### config.mk
export PLATFORM = sky130hd
export DESIGN_NAME = modular_arithmetic_unit
export DESIGN_NICKNAME = d
export VERILOG_FILES = /design/src/rtl/core/mau_pkg.sv /design/src/rtl/core/mau_rem.sv /design/src/rtl/core/modular_arithmetic_unit.sv
export VERILOG_INCLUDE_DIRS = /design/src /design/src/rtl/core
export SDC_FILE = /design/constraint.sdc
export NUM_CORES = 2
export LEC_CHECK = 0
export BUFFER_PORTS_ARGS = -buffer_cell sky130_fd_sc_hd__buf_4
export CAP_MARGIN = 20
export CORE_UTILIZATION = 55
export DETAILED_ROUTE_END_ITERATION = 8
export GPL_ROUTABILITY_DRIVEN = 0
export PLACE_DENSITY = 0.73
export SLEW_MARGIN = 20
export SYNTH_ARGS = -nofsm -noshare
export SYNTH_HDL_FRONTEND = slang
export SYNTH_SLANG_ARGS = --single-unit
### constraint.sdc
create_clock -name i_clk -period 9.01 [get_ports i_clk]
set_clock_uncertainty 0.15 [all_clocks]
set_input_delay 1.3515 -clock i_clk [delete_from_list [all_inputs] [get_ports i_clk]]
set_output_delay 1.3515 -clock i_clk [all_outputs]
set_load 0.01 [all_outputs]
### src/rtl/core/modular_arithmetic_unit_defines.svh
// ----------------------------------------------------------------------------
// Modular arithmetic unit assertion macros
// Shared concurrent assertion forms for the modular arithmetic unit.
// ----------------------------------------------------------------------------
`ifndef MODULAR_ARITHMETIC_UNIT_DEFINES_SVH
`define MODULAR_ARITHMETIC_UNIT_DEFINES_SVH

// Consequent must hold in the same cycle as the antecedent.
`define MAU_ASSERT_NOW(lbl, clk, rst_n, ante, cons, msg) \
    lbl: assert property (@(posedge clk) disable iff (!rst_n) (ante) |-> (cons)) \
        else $error(msg);

// Consequent must hold in the cycle after the antecedent.
`define MAU_ASSERT_NEXT(lbl, clk, rst_n, ante, cons, msg) \
    lbl: assert property (@(posedge clk) disable iff (!rst_n) (ante) |=> (cons)) \
        else $error(msg);

`endif

### src/rtl/core/mau_pkg.sv
// ----------------------------------------------------------------------------
// Modular arithmetic unit package
// Operation codes, sequencer states and widths shared by the unit.
// ----------------------------------------------------------------------------
package mau_pkg;

    localparam int DATA_W = 32;
    localparam int WIDE_W = 64;
    localparam int CNT_W  = 6;

    typedef enum logic [2:0] {
        KIND_ADD = 3'd0,
        KIND_SUB = 3'd1,
        KIND_MUL = 3'd2,
        KIND_DIV = 3'd3,
        KIND_POW = 3'd4,
        KIND_INV = 3'd5,
        KIND_NEG = 3'd6,
        KIND_RED = 3'd7
    } t_kind;

    typedef enum logic [3:0] {
        ST_IDLE,
        ST_RA,
        ST_RA_W,
        ST_RB,
        ST_RB_W,
        ST_DISP,
        ST_POW,
        ST_MUL_P,
        ST_MUL_R,
        ST_MUL_W,
        ST_RS,
        ST_RS_W,
        ST_OUT
    } t_state;

    typedef enum logic [1:0] {
        STEP_ACC,
        STEP_SQR,
        STEP_FINAL
    } t_step;

endpackage

### src/rtl/core/mau_rem.sv
// ----------------------------------------------------------------------------
// Modular arithmetic unit remainder engine
// Restoring bit-serial remainder of a 64-bit dividend by a 32-bit modulus.
// ----------------------------------------------------------------------------
module mau_rem (
    input  logic                        i_clk,
    input  logic                        i_rst_n,
    input  logic                        i_start,
    input  logic [mau_pkg::WIDE_W-1:0]  i_dividend,
    input  logic [mau_pkg::DATA_W-1:0]  i_modulus,
    output logic                        o_done,
    output logic [mau_pkg::DATA_W-1:0]  o_rem
);
    import mau_pkg::*;

    logic [DATA_W-1:0] r_rem;
    logic [WIDE_W-1:0] r_div;
    logic [CNT_W-1:0]  r_cnt;
    logic              r_busy;
    logic              r_done;
    logic [DATA_W:0]   w_trial;
    logic [DATA_W:0]   w_next;

    always_comb begin
        w_trial = {r_rem, r_div[WIDE_W-1]};
        if (w_trial >= {1'b0, i_modulus}) begin
            w_next = w_trial - {1'b0, i_modulus};
        end else begin
            w_next = w_trial;
        end
    end

    always_ff @(posedge i_clk) begin
        if (!i_rst_n) begin
            r_busy <= 1'b0;
            r_done <= 1'b0;
            r_cnt  <= '0;
        end else begin
            r_done <= r_busy && (r_cnt == {CNT_W{1'b1}});
            if (i_start) begin
                r_busy <= 1'b1;
                r_cnt  <= '0;
            end else if (r_busy) begin
                r_cnt <= r_cnt + CNT_W'(1);
                if (r_cnt == {CNT_W{1'b1}}) begin
                    r_busy <= 1'b0;
                end
            end
        end
    end

    always_ff @(posedge i_clk) begin
        if (i_start) begin
            r_rem <= '0;
            r_div <= i_dividend;
        end else if (r_busy) begin
            r_rem <= w_next[DATA_W-1:0];
            r_div <= {r_div[WIDE_W-2:0], 1'b0};
        end
    end

    assign o_done = r_done;
    assign o_rem  = r_rem;

endmodule

### src/rtl/core/modular_arithmetic_unit.sv
// ----------------------------------------------------------------------------
// Modular arithmetic unit
// Add, subtract, multiply, divide, power, inverse, negate and signed reduce
// modulo a run-time modulus, using one multiplier and one remainder engine.
// ----------------------------------------------------------------------------
// The input channel takes one transaction when i_valid is high and o_stall is
// low; o_stall stays high from acceptance until the result has been taken.
// The result channel presents o_result with o_valid, and the transaction
// completes when i_stall is low. While the receiver stalls, the result is held
// and no new input is taken. The modulus is written through the configuration
// channel (i_cfg_valid, o_cfg_ready, always ready); the user must write it only
// while the unit is idle; the unit itself does not enforce this. Each remainder
// runs on the bit-serial remainder engine. Add, subtract and negate reduce both
// operands, multiply then also reduces their product, and signed reduce takes
// one remainder. Power, inverse and divide step through the exponent bits with
// modular products, up to 128 products with a full 64-bit exponent. A zero
// modulus gives 0 in the cycle after acceptance.
// Reset sets the modulus to 2 and returns the sequencer to idle.
// ----------------------------------------------------------------------------
`include "modular_arithmetic_unit_defines.svh"

module modular_arithmetic_unit (
    input  logic                              i_clk,
    input  logic                              i_rst_n,
    input  logic                              i_valid,
    output logic                              o_stall,
    input  logic [2:0]                        i_kind,
    input  logic [mau_pkg::DATA_W-1:0]        i_left,
    input  logic [mau_pkg::DATA_W-1:0]        i_right,
    input  logic [mau_pkg::WIDE_W-1:0]        i_exponent,
    input  logic signed [mau_pkg::WIDE_W-1:0] i_signed_value,
    output logic                              o_valid,
    input  logic                              i_stall,
    output logic [mau_pkg::DATA_W-1:0]        o_result,
    input  logic                              i_cfg_valid,
    output logic                              o_cfg_ready,
    input  logic [mau_pkg::DATA_W-1:0]        i_cfg_data
);
    import mau_pkg::*;

    t_state            r_state, n_state;
    t_kind             r_kind;
    t_step             r_step, n_step;
    logic [DATA_W-1:0] r_modulus;
    logic [DATA_W-1:0] r_left, r_right;
    logic [WIDE_W-1:0] r_sv;
    logic [WIDE_W-1:0] r_exp, n_exp;
    logic [DATA_W-1:0] r_a, n_a, r_b, n_b;
    logic [DATA_W-1:0] r_acc, n_acc, r_base, n_base;
    logic [DATA_W-1:0] r_opx, n_opx, r_opy, n_opy;
    logic [WIDE_W-1:0] r_prod;
    logic [DATA_W-1:0] r_res, n_res;

    logic              w_accept;
    logic              w_rem_start;
    logic [WIDE_W-1:0] w_rem_din;
    logic              w_rem_done;
    logic [DATA_W-1:0] w_rem;
    logic [DATA_W:0]   w_sum;
    logic [DATA_W:0]   w_diff;
    logic [DATA_W-1:0] w_pm2;

    assign w_accept    = i_valid && (r_state == ST_IDLE);
    assign o_stall     = (r_state != ST_IDLE);
    assign o_valid     = (r_state == ST_OUT);
    assign o_result    = r_res;
    assign o_cfg_ready = 1'b1;

    assign w_sum  = {1'b0, r_a} + {1'b0, r_b};
    assign w_diff = {1'b0, r_a} + {1'b0, r_modulus} - {1'b0, r_b};
    assign w_pm2  = r_modulus - DATA_W'(2);

    assign w_rem_start = (r_state == ST_RA) || (r_state == ST_RB) ||
                         (r_state == ST_RS) || (r_state == ST_MUL_R);

    always_comb begin
        case (r_state)
            ST_RA:   w_rem_din = {{(WIDE_W-DATA_W){1'b0}}, r_left};
            ST_RB:   w_rem_din = {{(WIDE_W-DATA_W){1'b0}}, r_right};
            ST_RS:   w_rem_din = r_sv[WIDE_W-1] ? (WIDE_W'(0) - r_sv) : r_sv;
            default: w_rem_din = r_prod;
        endcase
    end

    mau_rem u_rem (
        .i_clk      (i_clk),
        .i_rst_n    (i_rst_n),
        .i_start    (w_rem_start),
        .i_dividend (w_rem_din),
        .i_modulus  (r_modulus),
        .o_done     (w_rem_done),
        .o_rem      (w_rem)
    );

    always_comb begin
        n_state = r_state;
        case (r_state)
            ST_IDLE: begin
                if (i_valid) begin
                    if (r_modulus == '0) begin
                        n_state = ST_OUT;
                    end else if (t_kind'(i_kind) == KIND_RED) begin
                        n_state = ST_RS;
                    end else begin
                        n_state = ST_RA;
                    end
                end
            end
            ST_RA:   n_state = ST_RA_W;
            ST_RA_W: if (w_rem_done) n_state = ST_RB;
            ST_RB:   n_state = ST_RB_W;
            ST_RB_W: if (w_rem_done) n_state = ST_DISP;
            ST_DISP: begin
                case (r_kind)
                    KIND_MUL: n_state = ST_MUL_P;
                    KIND_POW, KIND_INV, KIND_DIV: n_state = ST_POW;
                    default: n_state = ST_OUT;
                endcase
            end
            ST_POW: begin
                if (r_exp == '0 && r_kind != KIND_DIV) begin
                    n_state = ST_OUT;
                end else begin
                    n_state = ST_MUL_P;
                end
            end
            ST_MUL_P: n_state = ST_MUL_R;
            ST_MUL_R: n_state = ST_MUL_W;
            ST_MUL_W: begin
                if (w_rem_done) begin
                    case (r_step)
                        STEP_ACC: n_state = ST_MUL_P;
                        STEP_SQR: n_state = ST_POW;
                        default:  n_state = ST_OUT;
                    endcase
                end
            end
            ST_RS:   n_state = ST_RS_W;
            ST_RS_W: if (w_rem_done) n_state = ST_OUT;
            ST_OUT:  if (!i_stall) n_state = ST_IDLE;
            default: n_state = ST_IDLE;
        endcase
    end

    always_comb begin
        n_step = r_step;
        n_exp  = r_exp;
        n_a    = r_a;
        n_b    = r_b;
        n_acc  = r_acc;
        n_base = r_base;
        n_opx  = r_opx;
        n_opy  = r_opy;
        n_res  = r_res;
        case (r_state)
            ST_IDLE: begin
                n_res = '0;
                n_exp = i_exponent;
            end
            ST_RA_W: if (w_rem_done) n_a = w_rem;
            ST_RB_W: if (w_rem_done) n_b = w_rem;
            ST_DISP: begin
                n_acc  = (r_modulus == DATA_W'(1)) ? '0 : DATA_W'(1);
                n_base = r_a;
                case (r_kind)
                    KIND_ADD: begin
                        n_res = (w_sum >= {1'b0, r_modulus}) ?
                                DATA_W'(w_sum - {1'b0, r_modulus}) : w_sum[DATA_W-1:0];
                    end
                    KIND_SUB: begin
                        n_res = (r_a >= r_b) ? (r_a - r_b) : w_diff[DATA_W-1:0];
                    end
                    KIND_NEG: n_res = (r_a == '0) ? '0 : (r_modulus - r_a);
                    KIND_MUL: begin
                        n_opx  = r_a;
                        n_opy  = r_b;
                        n_step = STEP_FINAL;
                    end
                    KIND_INV: n_exp = {{(WIDE_W-DATA_W){1'b0}}, w_pm2};
                    KIND_DIV: begin
                        n_exp  = {{(WIDE_W-DATA_W){1'b0}}, w_pm2};
                        n_base = r_b;
                    end
                    default: n_res = r_res;
                endcase
            end
            ST_POW: begin
                if (r_exp == '0) begin
                    n_res  = r_acc;
                    n_opx  = r_a;
                    n_opy  = r_acc;
                    n_step = STEP_FINAL;
                end else if (r_exp[0]) begin
                    n_opx  = r_acc;
                    n_opy  = r_base;
                    n_step = STEP_ACC;
                end else begin
                    n_opx  = r_base;
                    n_opy  = r_base;
                    n_step = STEP_SQR;
                end
            end
            ST_MUL_W: begin
                if (w_rem_done) begin
                    case (r_step)
                        STEP_ACC: begin
                            n_acc  = w_rem;
                            n_opx  = r_base;
                            n_opy  = r_base;
                            n_step = STEP_SQR;
                        end
                        STEP_SQR: begin
                            n_base = w_rem;
                            n_exp  = {1'b0, r_exp[WIDE_W-1:1]};
                        end
                        default: n_res = w_rem;
                    endcase
                end
            end
            ST_RS_W: begin
                if (w_rem_done) begin
                    if (r_sv[WIDE_W-1] && w_rem != '0) begin
                        n_res = r_modulus - w_rem;
                    end else begin
                        n_res = w_rem;
                    end
                end
            end
            default: n_res = r_res;
        endcase
    end

    always_ff @(posedge i_clk) begin
        if (!i_rst_n) begin
            r_state   <= ST_IDLE;
            r_modulus <= DATA_W'(2);
        end else begin
            r_state <= n_state;
            if (i_cfg_valid && o_cfg_ready) begin
                r_modulus <= i_cfg_data;
            end
        end
    end

    always_ff @(posedge i_clk) begin
        if (w_accept) begin
            r_kind  <= t_kind'(i_kind);
            r_left  <= i_left;
            r_right <= i_right;
            r_sv    <= i_signed_value;
        end
        if (r_state == ST_MUL_P) begin
            r_prod <= r_opx * r_opy;
        end
        r_step <= n_step;
        r_exp  <= n_exp;
        r_a    <= n_a;
        r_b    <= n_b;
        r_acc  <= n_acc;
        r_base <= n_base;
        r_opx  <= n_opx;
        r_opy  <= n_opy;
        r_res  <= n_res;
    end

    `MAU_ASSERT_NOW(a_result_range, i_clk, i_rst_n, o_valid, (r_modulus == '0) || (o_result < r_modulus), "result not below modulus")
    `MAU_ASSERT_NOW(a_busy_stall, i_clk, i_rst_n, (r_state != ST_IDLE), o_stall, "input taken while busy")
    `MAU_ASSERT_NOW(a_rem_range, i_clk, i_rst_n, w_rem_done && (r_state == ST_MUL_W), w_rem < r_modulus, "remainder not below modulus")

endmodule

==> flow_results.xml <==
<?xml version="1.0" encoding="UTF-8"?>
<metrics>
  <group name="synthesis">
    <metric name="number_of_instances_in_the_synthesized_netlist" unit="">7651</metric>
    <metric name="syn_area" unit="sq mm">0.0731</metric>
    <metric name="seq_area_frac_synth" unit="%">24.6</metric>
    <metric name="synth_edf_count" unit="">549</metric>
    <metric name="fraction_of_registers_with_async_set_or_reset_after_synthesis" unit="%">0</metric>
    <metric name="syn_nets" unit="">9303</metric>
    <metric name="synthFlopType" unit="">edfxtp_1</metric>
    <metric name="yosys.area.top_type" unit="">fa_1</metric>
    <metric name="synth-warning-count" unit="">0</metric>
    <metric name="synthesized_area_per_cell" unit="sq um">9.56</metric>
    <metric name="synth.lib_cells_used.distinct" unit="">91</metric>
    <metric name="postSynthRegisterBits" unit="">625</metric>
    <metric name="synthTopCellsByArea" unit="">fa_1 26%, edfxtp_1 23%, ha_1 8.3%</metric>
    <metric name="synth.top_cell.area_share" unit="%">25.5</metric>
  </group>
  <group name="floorplanning">
    <metric name="initial_core_util" unit="%">55.5</metric>
    <metric name="design.core.area" unit="sq mm">0.132</metric>
    <metric name="die_area" unit="sq mm">0.134</metric>
    <metric name="dieHeight" unit="microns">367</metric>
    <metric name="chipWidth" unit="microns">367</metric>
    <metric name="rows" unit="">133</metric>
    <metric name="ios" unit="">267</metric>
  </group>
  <group name="sta">
    <metric name="fin_crit" unit="ns">8.72</metric>
    <metric name="final.setup.tns" unit="ns">0</metric>
    <metric name="finalSetupViolations" unit="">0</metric>
    <metric name="post_route_setup_slack" unit="ns">0.293</metric>
    <metric name="report.final.hold_viol_count" unit="">0</metric>
    <metric name="worst_slew_margin_rel" unit="%">20.1</metric>
    <metric name="worstMarginPinSlew" unit="ns">1.19</metric>
    <metric name="finalMaxSlewViolations" unit="">0</metric>
    <metric name="grt_setup_unrepaired" unit="">no</metric>
    <metric name="finalHoldWorstSlack" unit="ns">0.354</metric>
    <metric name="timing_limited_maximum_frequency" unit="MHz">115</metric>
    <metric name="post-route-period-util" unit="%">96.7</metric>
  </group>
  <group name="worst_setup_path">
    <metric name="path_max_fanout" unit="">13</metric>
    <metric name="timing.critical_path.slowest_cell_delay" unit="ns">0.93</metric>
    <metric name="path_common_cell" unit="">fa_1</metric>
    <metric name="critPathArrivalTime" unit="ns">8.95</metric>
    <metric name="critical_path.top_delay_family" unit="">adder cells</metric>
    <metric name="crit_type" unit="">reg2reg</metric>
    <metric name="worst_setup_path_start_kind" unit="">register</metric>
    <metric name="worst-path-buf-inv" unit="">4</metric>
    <metric name="crit_path_end_kind" unit="">register</metric>
    <metric name="cp_slowest_cell" unit="">edfxtp_1</metric>
    <metric name="critical_path_required" unit="ns">9.25</metric>
  </group>
  <group name="final_layout">
    <metric name="layout.cell_area.non_filler" unit="sq mm">0.0796</metric>
    <metric name="finish.net_count" unit="">9399</metric>
    <metric name="drive_above_1_share" unit="%">8.15</metric>
    <metric name="synthToLayoutAreaGrowth" unit="%">8.93</metric>
  </group>
  <group name="power">
    <metric name="power_frac_clock" unit="%">10.6</metric>
    <metric name="p_per_area" unit="mW/mm^2">351</metric>
    <metric name="power_report.internal_total" unit="mW">13.6</metric>
    <metric name="vdd_ir_drop_max" unit="uV">721</metric>
    <metric name="share_comb_of_total_power" unit="%">70.3</metric>
    <metric name="net-switching-power" unit="mW">14.3</metric>
    <metric name="power.switching_fraction" unit="%">51.2</metric>
    <metric name="power.leakage" unit="nW">35.6</metric>
    <metric name="p_seq_share" unit="%">19.1</metric>
  </group>
  <group name="detailed_routing">
    <metric name="ant_nets" unit="">0</metric>
    <metric name="drt_iter0_markers" unit="">7014</metric>
    <metric name="detailroute.via_count" unit="">59929</metric>
    <metric name="wl_per_cell" unit="microns">24.8</metric>
    <metric name="drc_violations_left" unit="">10</metric>
    <metric name="firstDrtPassIters" unit="">9</metric>
    <metric name="routed_wl" unit="microns">237000</metric>
    <metric name="post_drt_via_cell_ratio" unit="">6.27</metric>
  </group>
  <group name="global_route">
    <metric name="grt.met3_usage" unit="%">6.64</metric>
    <metric name="vias_in_the_first_global_route" unit="">60542</metric>
    <metric name="gr-usage-met2" unit="%">55.7</metric>
    <metric name="top_usage_layer" unit="">met2</metric>
    <metric name="grt_pass1_wl" unit="microns">360000</metric>
    <metric name="grtUsageMet1" unit="%">44.3</metric>
    <metric name="grt_start_max_net_pins" unit="">90</metric>
    <metric name="groute.usage.overall" unit="%">35.1</metric>
    <metric name="antenna_found_initial" unit="">2</metric>
    <metric name="overflow" unit="">0</metric>
  </group>
  <group name="clock_tree">
    <metric name="numCtsBuffers" unit="">71</metric>
    <metric name="tritoncts" unit="">done</metric>
    <metric name="htreeDepth" unit="">3</metric>
    <metric name="clk_latency" unit="ns">0.69</metric>
    <metric name="clockRootBuffer" unit="">clkbuf_16</metric>
    <metric name="clock_tree.buffer_depth" unit="">3</metric>
    <metric name="cts.clk_slew.worst_paths" unit="ns">0.06</metric>
    <metric name="clock_sinks" unit="">625</metric>
  </group>
  <group name="worst_hold_path">
    <metric name="holdCritPathClass" unit="">reg2reg</metric>
  </group>
  <group name="placement">
    <metric name="place.detailed.hpwl" unit="microns">185000</metric>
    <metric name="pre_cts_slack" unit="ns">0.298</metric>
    <metric name="detailed_place.area" unit="sq mm">0.0772</metric>
    <metric name="port-buffer-count" unit="">265</metric>
  </group>
  <group name="job">
    <metric name="drv.max_cap_violation_count" unit="">0</metric>
  </group>
  <group name="run_status">
    <metric name="run_status" unit="">finished, violations left</metric>
    <metric name="violations" unit="">DRC</metric>
  </group>
</metrics>
==> layout by cell type, fill, tap and decap left out, types with 29 or more instances in the layout <==
cell / n
inv_1: 1138
fa_1: 933
nand2_1: 706
and2_1: 626
edfxtp_1: 549
ha_1: 487
buf_4: 430
a21oi_1: 357
o21ai_0: 327
nor2_1: 314
xnor2_1: 253
a21o_1: 149
xor2_1: 95
nor3_1: 91
a222oi_1: 79
dfxtp_1: 75
clkbuf_16: 71
nor2b_1: 63
nand3_1: 57
nor4_1: 55
a31oi_1: 55
nand4_1: 53
a221o_1: 49
a22oi_1: 47
mux2i_1: 45
o31ai_1: 44
o21a_1: 43
a211oi_1: 39
a221oi_1: 37
and3_1: 37
a22o_1: 32
nand2b_1: 31
o21bai_1: 29
==> power groups by stage <==
stage | Sequential [mW] | Combinational [mW] | Clock, mW
global placement | 5.34 | 19.1 | 0
global route | 5.38 | 21.1 | 3.08
detailed placement | 5.35 | 19.2 | 0
CTS | 5.30 | 19.4 | 2.99
floorplan | 5.23 | 12.7 | 0
finish | 5.34 | 19.7 | 2.97
==> state kept, by name (all words and copies together) (netlist names), 2 cells and up <==
register and cells:
o_result 32, r_a 32, r_acc 32, r_b 32, r_base 32, r_exp 64, r_kind 3, r_left 32
r_modulus 32, r_opx 32, r_opy 32, r_prod 64, r_right 32, r_state 4, r_step 2, r_sv 64
u_rem.o_rem 32, u_rem.r_cnt 6, u_rem.r_div 64
==> tightest hold or removal path, stage by stage (launching register included) <==
cell and delay, ns:
dfxtp_1 0.32, nand4_1 0.09, nor2_1 0.05
==> through the flow <==
| step | instances | power [mW] | utilization [%] |
|---|---|---|---|
| floorplan | 7651 | 18.0 | - |
| global placement | 9421 | 24.4 | 58.6 |
| detailed placement | 9421 | 24.6 | 58.6 |
| CTS | 9550 | 27.7 | 60.4 |
| global route | 9558 | 29.6 | 60.5 |
| finish | 9559 | 28.0 | 60.5 |
==> final timing paths <==
kind                  startpoint            to  slack, ns  cells past startpoint
setup / recovery        r_opx[7]    r_prod[57]       0.29                     25
hold / removal    u_rem.r_cnt[5]  u_rem.o_done       0.35                      2
setup reg to reg        r_opx[7]    r_prod[57]       0.29                     25
hold reg to reg   u_rem.r_cnt[5]  u_rem.o_done       0.35                      2
==> cell type report <==
class / instances / area [sq um]
antenna: 1 / 2.50
clock inverter: 37 / 439
tap: 1755 / 2200
clock buffer: 92 / 1900
multi-input combinational: 5468 / 49400
inverter: 1143 / 4290
sequential: 625 / 18000
timing repair buffer: 438 / 3360
fill: 11013 / 52000
==> logic make-up (layout without fill, tap and decap cells) <==
logic type | count (synthesis) | in the layout | share of synthesized area (%)
xor+xnor | 348 | 348 | 4.17
simple gates | 2146 | 2146 | 14.7
mux | 63 | 63 | 0.893
buf+inv | 1558 | 1710 | 8.02
fa+ha+maj | 1420 | 1420 | 33.9
flops | 625 | 625 | 24.6
other cells | 1 | 2 | 0.00513
compound gates | 1490 | 1490 | 13.7
==> layer usage <==
metal / part of all wire (%) / wire, microns
met5: 0.0055 / 13
met2: 46 / 108000
met4: 7.7 / 18200
met1: 36 / 85200
met3: 11 / 25300
==> Yosys cell counts, drive strengths merged (39+ instances only) <==
library cell  count
o21a             43
o31ai            46
a221o            49
nand3            59
a31oi            56
a211oi           39
nand2           709
nor4             59
xnor2           253
edfxtp          549
nand4            53
and2            627
fa              933
a222oi           79
nor2b            63
dfxtp            76
ha              487
a22oi            47
mux2i            45
nor2            325
a21o            149
inv            1140
clkbuf          387
xor2             95
a21oi           361
o21ai           333
nor3             95
==> what timing repair did <==
item | CTS | global route
setup endpoints to repair | 0 | 3
setup buffers | 0 | 6
hold buffers | 0 | 0
gates resized for setup | 0 | 0
(Power assumes the default switching activity.)
